File: config.mk
export PLATFORM = sky130hd
export DESIGN_NAME = crosspoint_route_commander_core
export DESIGN_NICKNAME = d
export VERILOG_FILES = /design/src/rtl/xrc_pkg.sv /design/src/rtl/xrc_datapath.sv /design/src/rtl/xrc_ctrl.sv /design/src/rtl/crosspoint_route_commander_core.sv
export SDC_FILE = /design/constraint.sdc
export NUM_CORES = 1
export LEC_CHECK = 0
export BUFFER_PORTS_ARGS = -buffer_cell sky130_fd_sc_hd__buf_2
export CAP_MARGIN = 10
export CORE_ASPECT_RATIO = 0.8
export CORE_MARGIN = 2
export CORE_UTILIZATION = 30
export CTS_CLUSTER_DIAMETER = 120
export DETAILED_ROUTE_END_ITERATION = 6
export PLACE_DENSITY = 0.44
export SETUP_SLACK_MARGIN = 0.05
export SLEW_MARGIN = 40
export SYNTH_ARGS = -nofsm -noshare
export SYNTH_HDL_FRONTEND = slang
export SYNTH_HIERARCHICAL = 1
export SYNTH_SLANG_ARGS = --single-unit
export TNS_END_PERCENT = 100
File: constraint.sdc
create_clock -name clk -period 3.77 [get_ports clk]
set_input_delay 0.377 -clock clk [delete_from_list [all_inputs] [get_ports clk]]
set_output_delay 0.377 -clock clk [all_outputs]
set_load 0.005 [all_outputs]
File: src/rtl/xrc_pkg.sv
`timescale 1ns / 1ps
// ----------------------------------------------------------------------------
// xrc_pkg: shared types and constants of the crosspoint route commander
// Transfer payloads, result kinds, register indexes and the command and status
// groups that join the controller to the datapath.
// ----------------------------------------------------------------------------
package xrc_pkg;

  // Default limits of the installation
  localparam int MAX_OUTPUTS_DEFAULT = 16;
  localparam int MAX_INPUTS_DEFAULT  = 128;

  // Configuration port
  localparam int CFG_INDEX_W = 1;
  localparam int CFG_DATA_W  = 8;

  localparam logic [CFG_INDEX_W-1:0] REG_INPUT_COUNT  = 1'd0;
  localparam logic [CFG_INDEX_W-1:0] REG_OUTPUT_COUNT = 1'd1;

  localparam logic [7:0] INPUT_COUNT_RESET  = 8'd8;
  localparam logic [4:0] OUTPUT_COUNT_RESET = 5'd8;

  // Up to this many sources a board holds 8 sources, above it 16
  localparam logic [7:0] SMALL_BOARD_LIMIT = 8'd8;

  typedef enum logic [1:0] {
    KIND_DISCONNECT = 2'd0,
    KIND_CONNECT    = 2'd1,
    KIND_DONE       = 2'd2,
    KIND_REJECTED   = 2'd3
  } kind_t;

  typedef struct packed {
    logic       plane;
    logic [7:0] source;
    logic [4:0] dest;
  } req_item_t;

  typedef struct packed {
    logic [1:0] kind;
    logic       plane_out;
    logic [2:0] board;
    logic [7:0] command_byte;
    logic       last;
  } rsp_item_t;

  // Controller to datapath
  typedef struct packed {
    logic  load_req;
    logic  start_sweep;
    logic  advance;
    logic  write_route;
    logic  emit;
    kind_t emit_kind;
  } cmd_t;

  // Datapath to controller
  typedef struct packed {
    logic reject;
    logic empty_sweep;
    logic need_disc;
    logic need_conn;
    logic at_stop;
    logic slot_free;
  } status_t;

endpackage

File: src/rtl/xrc_datapath.sv
`timescale 1ns / 1ps
// ----------------------------------------------------------------------------
// xrc_datapath: route tables, request and sweep registers, result register
// Holds configuration, both route tables and the output register; forms the
// board address and command byte of each result.
// ----------------------------------------------------------------------------
module xrc_datapath #(
  parameter int MAX_OUTPUTS = xrc_pkg::MAX_OUTPUTS_DEFAULT,
  parameter int MAX_INPUTS  = xrc_pkg::MAX_INPUTS_DEFAULT
) (
  input  logic                           clk,
  input  logic                           rst,
  input  xrc_pkg::req_item_t             req_item,
  input  logic                           cfg_we,
  input  logic [xrc_pkg::CFG_INDEX_W-1:0] cfg_index,
  input  logic [xrc_pkg::CFG_DATA_W-1:0]  cfg_data,
  input  xrc_pkg::cmd_t                  cmd,
  output xrc_pkg::status_t               status,
  output logic                           rsp_valid,
  input  logic                           rsp_stall,
  output xrc_pkg::rsp_item_t             rsp_item
);

  localparam int OUT_IDX_W = (MAX_OUTPUTS > 1) ? $clog2(MAX_OUTPUTS) : 1;
  localparam int SRC_IDX_W = $clog2(MAX_INPUTS);

  logic [7:0]           input_count;
  logic [4:0]           output_count;
  logic                 req_plane;
  logic [7:0]           req_source;
  logic [4:0]           req_dest;
  logic [OUT_IDX_W-1:0] cur_out;
  logic [OUT_IDX_W-1:0] stop_out;

  logic                 route_valid [2][MAX_OUTPUTS];
  logic [SRC_IDX_W-1:0] route_src   [2][MAX_OUTPUTS];

  logic [7:0]           nin;
  logic [4:0]           nout;
  logic                 wide_board;
  logic                 entry_valid;
  logic [6:0]           entry_idx;
  logic [6:0]           conn_idx;
  logic [OUT_IDX_W-1:0] first_out;
  logic [OUT_IDX_W-1:0] last_out;
  xrc_pkg::rsp_item_t   rsp_next;

  function automatic xrc_pkg::rsp_item_t build_cmd(
    input xrc_pkg::kind_t       kind,
    input logic                 plane,
    input logic [6:0]           idx,
    input logic [OUT_IDX_W-1:0] out_idx,
    input logic                 wide
  );
    xrc_pkg::rsp_item_t item;
    logic [3:0]         low;
    item.kind      = kind;
    item.plane_out = plane;
    item.board     = wide ? idx[6:4] : idx[5:3];
    low            = wide ? idx[3:0] : {1'b0, idx[2:0]};
    item.command_byte = {low, 4'(out_idx)};
    item.last      = 1'b0;
    return item;
  endfunction

  // Effective counts, capped at the installed limits
  assign nin  = (input_count > 8'(MAX_INPUTS)) ? 8'(MAX_INPUTS) : input_count;
  assign nout = (output_count > 5'(MAX_OUTPUTS)) ? 5'(MAX_OUTPUTS) : output_count;
  assign wide_board = input_count > xrc_pkg::SMALL_BOARD_LIMIT;

  assign entry_valid = route_valid[req_plane][cur_out];
  assign entry_idx   = 7'(route_src[req_plane][cur_out]);
  assign conn_idx    = 7'(req_source - 8'd1);

  assign first_out = (req_dest == 5'd0) ? '0 : OUT_IDX_W'(req_dest - 5'd1);
  assign last_out  = (req_dest == 5'd0) ? OUT_IDX_W'(nout - 5'd1)
                                        : OUT_IDX_W'(req_dest - 5'd1);

  always_comb begin
    status.reject      = (req_source > nin) || (req_dest > nout);
    status.empty_sweep = (req_dest == 5'd0) && (nout == 5'd0);
    status.need_disc   = entry_valid && ((8'(entry_idx) + 8'd1) != req_source);
    status.need_conn   = req_source != 8'd0;
    status.at_stop     = cur_out == stop_out;
    status.slot_free   = !rsp_valid || !rsp_stall;
  end

  always_comb begin
    case (cmd.emit_kind)
      xrc_pkg::KIND_DISCONNECT: begin
        rsp_next = build_cmd(xrc_pkg::KIND_DISCONNECT, req_plane, entry_idx, cur_out,
                             wide_board);
      end
      xrc_pkg::KIND_CONNECT: begin
        rsp_next = build_cmd(xrc_pkg::KIND_CONNECT, req_plane, conn_idx, cur_out,
                             wide_board);
      end
      default: begin
        rsp_next.kind         = cmd.emit_kind;
        rsp_next.plane_out    = req_plane;
        rsp_next.board        = 3'd0;
        rsp_next.command_byte = 8'd0;
        rsp_next.last         = 1'b1;
      end
    endcase
  end

  // Configuration registers
  always_ff @(posedge clk) begin
    if (rst) begin
      input_count  <= xrc_pkg::INPUT_COUNT_RESET;
      output_count <= xrc_pkg::OUTPUT_COUNT_RESET;
    end else if (cfg_we) begin
      unique case (cfg_index)
        xrc_pkg::REG_INPUT_COUNT:  input_count  <= cfg_data;
        xrc_pkg::REG_OUTPUT_COUNT: output_count <= cfg_data[4:0];
        default: ;
      endcase
    end
  end

  // Request and sweep registers
  always_ff @(posedge clk) begin
    if (cmd.load_req) begin
      req_plane  <= req_item.plane;
      req_source <= req_item.source;
      req_dest   <= req_item.dest;
    end
    if (cmd.start_sweep) begin
      cur_out  <= first_out;
      stop_out <= last_out;
    end else if (cmd.advance) begin
      cur_out <= cur_out + 1'b1;
    end
  end

  // Route table: valid bits clear at reset, source indexes need none
  always_ff @(posedge clk) begin
    if (rst) begin
      for (int p = 0; p < 2; p++) begin
        for (int o = 0; o < MAX_OUTPUTS; o++) begin
          route_valid[p][o] <= 1'b0;
        end
      end
    end else if (cmd.write_route) begin
      route_valid[req_plane][cur_out] <= status.need_conn;
    end
  end

  always_ff @(posedge clk) begin
    if (cmd.write_route && status.need_conn) begin
      route_src[req_plane][cur_out] <= conn_idx[SRC_IDX_W-1:0];
    end
  end

  // Result register
  always_ff @(posedge clk) begin
    if (rst) begin
      rsp_valid <= 1'b0;
    end else if (cmd.emit) begin
      rsp_valid <= 1'b1;
    end else if (!rsp_stall) begin
      rsp_valid <= 1'b0;
    end
  end

  always_ff @(posedge clk) begin
    if (cmd.emit) begin
      rsp_item <= rsp_next;
    end
  end

endmodule

File: src/rtl/xrc_ctrl.sv
`timescale 1ns / 1ps
// ----------------------------------------------------------------------------
// xrc_ctrl: request sequencer
// Checks a request, walks the outputs it touches and issues, for each, any
// needed disconnect and connect, then the closing result.
// ----------------------------------------------------------------------------
module xrc_ctrl (
  input  logic             clk,
  input  logic             rst,
  input  logic             req_valid,
  output logic             req_stall,
  input  xrc_pkg::status_t status,
  output xrc_pkg::cmd_t    cmd
);

  typedef enum logic [2:0] {
    S_IDLE,
    S_CHECK,
    S_DISC,
    S_CONN,
    S_CLOSE
  } state_t;

  state_t state;
  state_t state_next;

  assign req_stall = state != S_IDLE;

  always_comb begin
    state_next    = state;
    cmd.load_req    = 1'b0;
    cmd.start_sweep = 1'b0;
    cmd.advance     = 1'b0;
    cmd.write_route = 1'b0;
    cmd.emit        = 1'b0;
    cmd.emit_kind   = xrc_pkg::KIND_DONE;
    unique case (state)
      S_IDLE: begin
        if (req_valid) begin
          cmd.load_req = 1'b1;
          state_next   = S_CHECK;
        end
      end
      S_CHECK: begin
        if (status.reject || status.empty_sweep) begin
          state_next = S_CLOSE;
        end else begin
          cmd.start_sweep = 1'b1;
          state_next      = S_DISC;
        end
      end
      S_DISC: begin
        cmd.emit_kind = xrc_pkg::KIND_DISCONNECT;
        if (!status.need_disc) begin
          state_next = S_CONN;
        end else if (status.slot_free) begin
          cmd.emit   = 1'b1;
          state_next = S_CONN;
        end
      end
      S_CONN: begin
        cmd.emit_kind = xrc_pkg::KIND_CONNECT;
        if (!status.need_conn || status.slot_free) begin
          cmd.emit        = status.need_conn;
          cmd.write_route = 1'b1;
          if (status.at_stop) begin
            state_next = S_CLOSE;
          end else begin
            cmd.advance = 1'b1;
            state_next  = S_DISC;
          end
        end
      end
      S_CLOSE: begin
        cmd.emit_kind = status.reject ? xrc_pkg::KIND_REJECTED : xrc_pkg::KIND_DONE;
        if (status.slot_free) begin
          cmd.emit   = 1'b1;
          state_next = S_IDLE;
        end
      end
      default: state_next = S_IDLE;
    endcase
  end

  always_ff @(posedge clk) begin
    if (rst) begin
      state <= S_IDLE;
    end else begin
      state <= state_next;
    end
  end

endmodule

File: src/rtl/crosspoint_route_commander_core.sv
`timescale 1ns / 1ps
// ----------------------------------------------------------------------------
// crosspoint_route_commander_core: route table keeper for video and audio
// Turns route requests into disconnect and connect commands for the
// crosspoint boards and keeps one route table per plane.
// ----------------------------------------------------------------------------
// Usage:
//   Request channel (req_valid / req_stall / req_item): one transfer carries a
//   plane, a source (0 disconnects) and an output (0 sweeps every configured
//   output). req_stall is high from the transfer until the closing result of
//   that request has been loaded, so one request is in work at a time.
//   Result channel (rsp_valid / rsp_stall / rsp_item): per output touched, an
//   optional disconnect then an optional connect, then done or rejected with
//   last set. Results leave from one output register.
//   Sequence: after the check, the sequencer spends a disconnect step and a
//   connect step on every output touched, whether or not it sends a
//   command, then loads the closing result (a rejected or empty request goes
//   straight from the check to the close); the next request is taken the
//   cycle after that.
//   When the receiver stalls, the result register holds and the sequencer
//   waits in place before each further result; nothing is dropped.
//   Reset (rst, synchronous) clears every route, returns both counts to 8
//   and empties the result register. Configuration writes (cfg_we) land at
//   once and are meant for idle periods only.
// ----------------------------------------------------------------------------
module crosspoint_route_commander_core #(
  parameter int MAX_OUTPUTS = xrc_pkg::MAX_OUTPUTS_DEFAULT,
  parameter int MAX_INPUTS  = xrc_pkg::MAX_INPUTS_DEFAULT
) (
  input  logic                            clk,
  input  logic                            rst,
  input  logic                            req_valid,
  output logic                            req_stall,
  input  xrc_pkg::req_item_t              req_item,
  output logic                            rsp_valid,
  input  logic                            rsp_stall,
  output xrc_pkg::rsp_item_t              rsp_item,
  input  logic                            cfg_we,
  input  logic [xrc_pkg::CFG_INDEX_W-1:0] cfg_index,
  input  logic [xrc_pkg::CFG_DATA_W-1:0]  cfg_data
);

  xrc_pkg::cmd_t    cmd;
  xrc_pkg::status_t status;

  // Sequencer: accept, check, walk the outputs, close
  xrc_ctrl u_ctrl (
    .clk       (clk),
    .rst       (rst),
    .req_valid (req_valid),
    .req_stall (req_stall),
    .status    (status),
    .cmd       (cmd)
  );

  // Tables, counters and the result register
  xrc_datapath #(
    .MAX_OUTPUTS (MAX_OUTPUTS),
    .MAX_INPUTS  (MAX_INPUTS)
  ) u_datapath (
    .clk       (clk),
    .rst       (rst),
    .req_item  (req_item),
    .cfg_we    (cfg_we),
    .cfg_index (cfg_index),
    .cfg_data  (cfg_data),
    .cmd       (cmd),
    .status    (status),
    .rsp_valid (rsp_valid),
    .rsp_stall (rsp_stall),
    .rsp_item  (rsp_item)
  );

  // Never overwrite a result that is still waiting
  assert property (@(posedge clk) disable iff (rst)
    cmd.emit |-> (!rsp_valid || !rsp_stall))
    else $error("result loaded over a stalled result");

  // An accepted request holds off the next one
  assert property (@(posedge clk) disable iff (rst)
    (req_valid && !req_stall) |=> req_stall)
    else $error("request taken while another is in work");

  // Connect only for a nonzero source
  assert property (@(posedge clk) disable iff (rst)
    (cmd.emit && cmd.emit_kind == xrc_pkg::KIND_CONNECT) |-> status.need_conn)
    else $error("connect issued for a disconnect request");

  // A rejected request never touches the table
  assert property (@(posedge clk) disable iff (rst)
    cmd.write_route |-> !status.reject)
    else $error("route table written for a rejected request");

endmodule

# [Yosys cells after proc, flatten, opt, wreduce, memory -nomap -nowiden]
# Memory sizes are Yosys's and may differ from the RTL's. A register that Yosys moved wholly into a read port is not among the register bits.
# Cells that the tools add are included.
[word_totals] register_bits=54 latchBits=0 ram_bits=256 mem_bits_ro=0 output_inout_bits=17 mem_count=2
[op_classes] n_addsub=5 n_mul=0 n_div=0 order_cmp=7 eq_ne=12 shift=0 n_mux=54 n_bitwise=2 reduce_logical=22
[mem_list] memory="u_datapath.route_src" depth=2 word_bits=112 read_ports=1 rd_ports_with_merged_regs=1 wr=1 line="xrc_datapath.sv:36" source="logic [SRC_IDX_W-1:0] route_src [2][MAX_OUTPUTS];"
[mem_list] memory="u_datapath.route_valid" depth=2 word_bits=16 read_ports=1 rd_ports_with_merged_regs=1 wr=2 line="xrc_datapath.sv:35" source="logic route_valid [2][MAX_OUTPUTS];"
[ops] operator="$mux W112" count=1
[ops] operator="$mux W16" count=3
[ops] operator="$mux W3" count=10
[ops] operator="$pmux W15 S2" count=1
[ops] operator="$bmux W7 S4" count=1
[ops] operator="$demux W7 S4" count=1
[ops] operator="$mux W4" count=6
[ops] operator="$mux W1" count=21
[ops] operator="$mux W7" count=3
[ops] operator="$reduce_or A16 Y1" count=1
[ops] operator="$pmux W3 S5" count=1
[ops] operator="$logic_not A5 Y1" count=2
[ops] operator="$pmux W3 S3" count=1
[ops] operator="$add A7 B1 Y8 const B" count=1
[ops] operator="$gt A8 B4 Y1 const B" count=1
[ops] operator="$gt A8 B8 Y1" count=1
[ops] operator="$gt A8 B8 Y1 const B" count=1
[ops] operator="$mux W8" count=1
[ops] operator="$ne A8 B8 Y1" count=1
[ops] operator="$reduce_bool A8 Y1" count=1
[ops] operator="$sub A4 B1 Y4 const B" count=2
[ops] operator="$sub A7 B1 Y7 const B" count=1
[ops] operator="$eq A3 B2 Y1 const B" count=2
[ops] operator="$ne A2 B1 Y1 const B" count=3
[ops] operator="26 further kinds" count=35

# [Depth between registers and ports, before layout]
[depth] word_depth=11 depth_mapped=21 mapped_depth_nobuf=17

# [Hierarchy]
# Netlist, hierarchy kept.
[by_module_without_submodules] mod="xrc_datapath" n_inst=1 cells_each=921 area_per_inst_um2=13486.7
[by_module_without_submodules] mod="xrc_ctrl" n_inst=1 cells_each=41 area_per_inst_um2=311.5

# [Worst setup path before layout]
# No wires, ideal clock.
[synth_path] path_kind="register -> register" startpoint="register (tool-made name)" endpoint="register, netlist name u_datapath/rsp_item[0]" arrival_time_ns=3.359 setup_slack_ns=0.024 stages_incl_launch_ff=19 n_path_buf=4 period_less_slack_ns=3.746 path_cell_list="dfxtp_1 > buf_6 > buf_8 > buf_12 > buf_4 > mux2i_1 > a22oi_1 > nand3_1 > nand2_1 > nor2_1 > inv_1 > ha_1 > o221ai_1 > or3_1 > o2111ai_1 > o2bb2ai_1 > mux2i_1 > a2bb2oi_1 > nor2_1"

==> flow_summary.toml <==
[status]
outcome = "complete, no violations"

[layout]
multi_input_area_um2 = 4460
finalNetCount = 1155
post-route-util_pct = 37.1
regArea_um2 = 9160
syn_to_final_growth_pct = 22.4
final_cell_mix = "293 x edfxtp_1, 100 x nand2_1, 87 x buf_4, 85 x nor2_1, 76 x mux2i_1"
fill_cells = 4364
design_area_um2 = 16900
antennaDiodeCount = 0
layout-drive-gt1-share_pct = 25.1
final_common_cell = "edfxtp_1"

[power_and_ir_drop]
power_w = 0.00814
p_comb_share_pct = 9.9
pwr-share-seq_pct = 48.0
pwr-share-clk_pct = 42.0
power.internal_w = 0.00623
total_leakage_power_nw = 5.94
power_density_nw_per_um2 = 482
ir_drop_mv = 0.289
p_sw_w = 0.00192
swShare_pct = 23.6

[setup_path]
cp.arrival_ns = 4.04
crit_slowest_cell = "or3_4"
slowest_delay_ns = 0.39
worstPathRequired_ns = 4.17
r2r_end = "u_datapath/rsp_valid$_SDFFE_PP0P_"
endpoint_kind = "register"
worstSetupEndpoint = "u_datapath/rsp_valid$_SDFFE_PP0P_"
path_class = "reg -> reg"
cp_max_fo = 16
reg2reg_slack_ns = 0.14
cp_cell_sequence = "buf_12 > buf_4 > bufbuf_16 > mux2i_2 > a22oi_1 > nand3_1 > nand2_2 > nor2_1 > inv_1 > ha_2 > o221ai_2 > or3_4 > o22ai_2 > o2111ai_2 > o2bb2ai_2 > mux2i_2 > a2bb2oi_2 > nor2_2 > buf_12 > a21oi_2 > nor2_1"
start_kind = "register"
r2r_cells = 21

[detailed_routing]
drtIter0Drc = 571
avgViaCountPerCell = 4.91
vias = 8552
postRouteAntennaNets = 0
dr.pass1.iters = 5
drt-total-wl_mm = 37.4
drc = 0
routedWlPerCell_um = 21.5

[clock_network]
cts_htree_levels = 2
worstSkewPairLatency_ns = 0.54
clk_pin_slew_ns = 0.06
tritoncts = "built"
numCtsBuffers = 35
cts.sinks = 311
cts_buffer_depth = 3
cts_root_buf = "clkbuf_16"

[die]
die_h_um = 196
pin_count = 45
die_width_um = 244
rows = 70
coreArea_um2 = 45500
fp.dieArea_um2 = 47700
start_util_pct = 30.3

[hold_path]
worstHoldPathType = "in -> reg"

[timing]
whs_ns = 0.0273
setup_viol = 0
report.final.hold_viol_count = 0
post-route-period-util_pct = 96.4
min_period_ns = 3.63
slew_headroom_pct = 53.3
rsz0062_at_grt = "yes"
final.setup.tns_ns = 0
clock.fmax_mhz = 275
finalClockSkew_ns = 0.0197
tightest_slew_ns = 0.697
slew_viol_final = 0

[synth]
synth_nets = 1013
async_reset_ff_share_pct = 0
yosysSeqAreaShare_pct = 66.4
synth_area_um2 = 13800
ys.flop_type = "edfxtp_1"
yosysWarnings = 6
netlist_instances = 962
syn_area_per_cell_um2 = 14.3
synth_seq_cells = 311
synth_edf_count = 293
yosys.cell_types.count = 63

[grt]
grt_max_degree = 35
antenna_found_initial = 0
grt_overflow = 0
grt.total_usage_pct = 15.7
grt_first_pass_wirelength_mm = 55.8
grt_pass1_vias = 8598

[placed_design]
hpwl_mm = 25.9
placed_area_um2 = 15300
port_buffers = 44
gp_congestion = 0.816

[job]
maxCapViolations = 0
==> layer usage <==
| metal | part of all wire (%) | track usage (%) | vias to the layer above | wire, um |
|---|---|---|---|---|
| li1 | - | - | 3959 | - |
| met1 | 50 | 23.3 | 4371 | 18600 |
| met2 | 44 | 23.3 | 179 | 16400 |
| met3 | 5.0 | 3.60 | 43 | 1890 |
| met4 | 1.5 | 3.59 | 0 | 551 |
| met5 | 0 | 0 | - | 0 |
==> cell usage after synthesis, drive strengths merged (15+ instances only) <==
library cell	n	area (um^2)
buf	24	196
dfxtp	18	360
clkbuf	26	97.6
a22oi	35	273
mux4	32	739
ha	23	288
a21oi	22	110
edfxtp	293	8800
o21ai	15	75.1
nor2	87	327
nand2	101	379
mux2i	81	811
nor3	17	85.1
inv	21	78.8
nand3	41	205
==> how the worst min path moves through the flow <==
stage                                              end  depth (start not counted)                                     from
2_1_floorplan  u_datapath/output_count[4]$_SDFFE_PP0P_                          2  u_datapath/output_count[4]$_SDFFE_PP0P_
5_1_grt               u_datapath/req_dest[1]$_DFFE_PP_                          1                              req_item[1]
3_5_place_dp    u_datapath/input_count[6]$_SDFFE_PP0P_                          2   u_datapath/input_count[6]$_SDFFE_PP0P_
3_3_place_gp    u_datapath/input_count[6]$_SDFFE_PP0P_                          2   u_datapath/input_count[6]$_SDFFE_PP0P_
4_1_cts               u_datapath/req_dest[1]$_DFFE_PP_                          1                              req_item[1]
6_report              u_datapath/req_dest[1]$_DFFE_PP_                          1                              req_item[1]
==> flip-flops by register name, indices dropped and copies added (netlist names), 3 cells and up, named ones only <==
| signal | flops |
|---|---|
| u_datapath/rsp_item | 15 |
| u_datapath/stop_out | 4 |
| u_datapath/input_count | 8 |
| u_datapath/route_src | 224 |
| u_ctrl/state | 3 |
| u_datapath/req_dest | 5 |
| u_datapath/route_valid | 32 |
| u_datapath/cur_out | 4 |
| u_datapath/output_count | 5 |
| u_datapath/req_source | 8 |
==> kinds of logic (layout without fill, tap and decap cells) <==
family	Yosys count	in the layout	share of synthesized area (%)
flip-flops	311	311	66.4
AND/OR/NAND/NOR	299	299	9.82
AO/OA/AOI/OAI	120	120	6.14
multiplexers	116	116	11.5
buffers and inverters	71	240	2.70
adder cells (fa/ha/maj)	23	23	2.09
XOR/XNOR	22	22	1.40
==> critical path: cells and delay by family (launching register included) <==
family                   cells  cell delay (ns)
AO/OA/AOI/OAI                7             1.02
adder cells (fa/ha/maj)      1             0.19
buffers and inverters        5             0.80
flip-flops                   1             0.36
multiplexers                 2             0.37
AND/OR/NAND/NOR              6             0.75
==> power groups by stage <==
stage,combinational (W),sequential (W),clock [W]
after CTS,0.000783,0.00391,0.00351
after floorplan,0.000468,0.00396,0
final,0.000809,0.00391,0.00342
after global placement,0.000725,0.00399,0
after detailed placement,0.000723,0.00399,0
after global routing,0.000878,0.00392,0.00365
==> layout make-up <==
class                           count  share of cell area (%)
Inverter                           21                   0.467
Clock buffer                       39                    5.27
Sequential cell                   311                    54.2
Timing Repair Buffer              155                    7.49
Tap cell                          612                    4.53
Multi-Input combinational cell    580                    26.4
Clock inverter                     25                    1.60
==> through the flow <==
stage	instances	setup WS [ns]
after global placement	1660	-0.0766
after floorplan	962	0.273
final	1743	0.136
after detailed placement	1660	-0.0796
after global routing	1743	-0.0377
after CTS	1739	0.0631
==> what timing repair did <==
item	4_1_cts	5_1_grt
setup endpoints to repair	16	199
pin swaps	0	10
gates resized for setup	7	36
hold endpoints to repair	9	0
setup buffers	4	4
gates cloned	2	0
hold buffers	9	0
No activity file was read; power rests on OpenSTA's default activity.
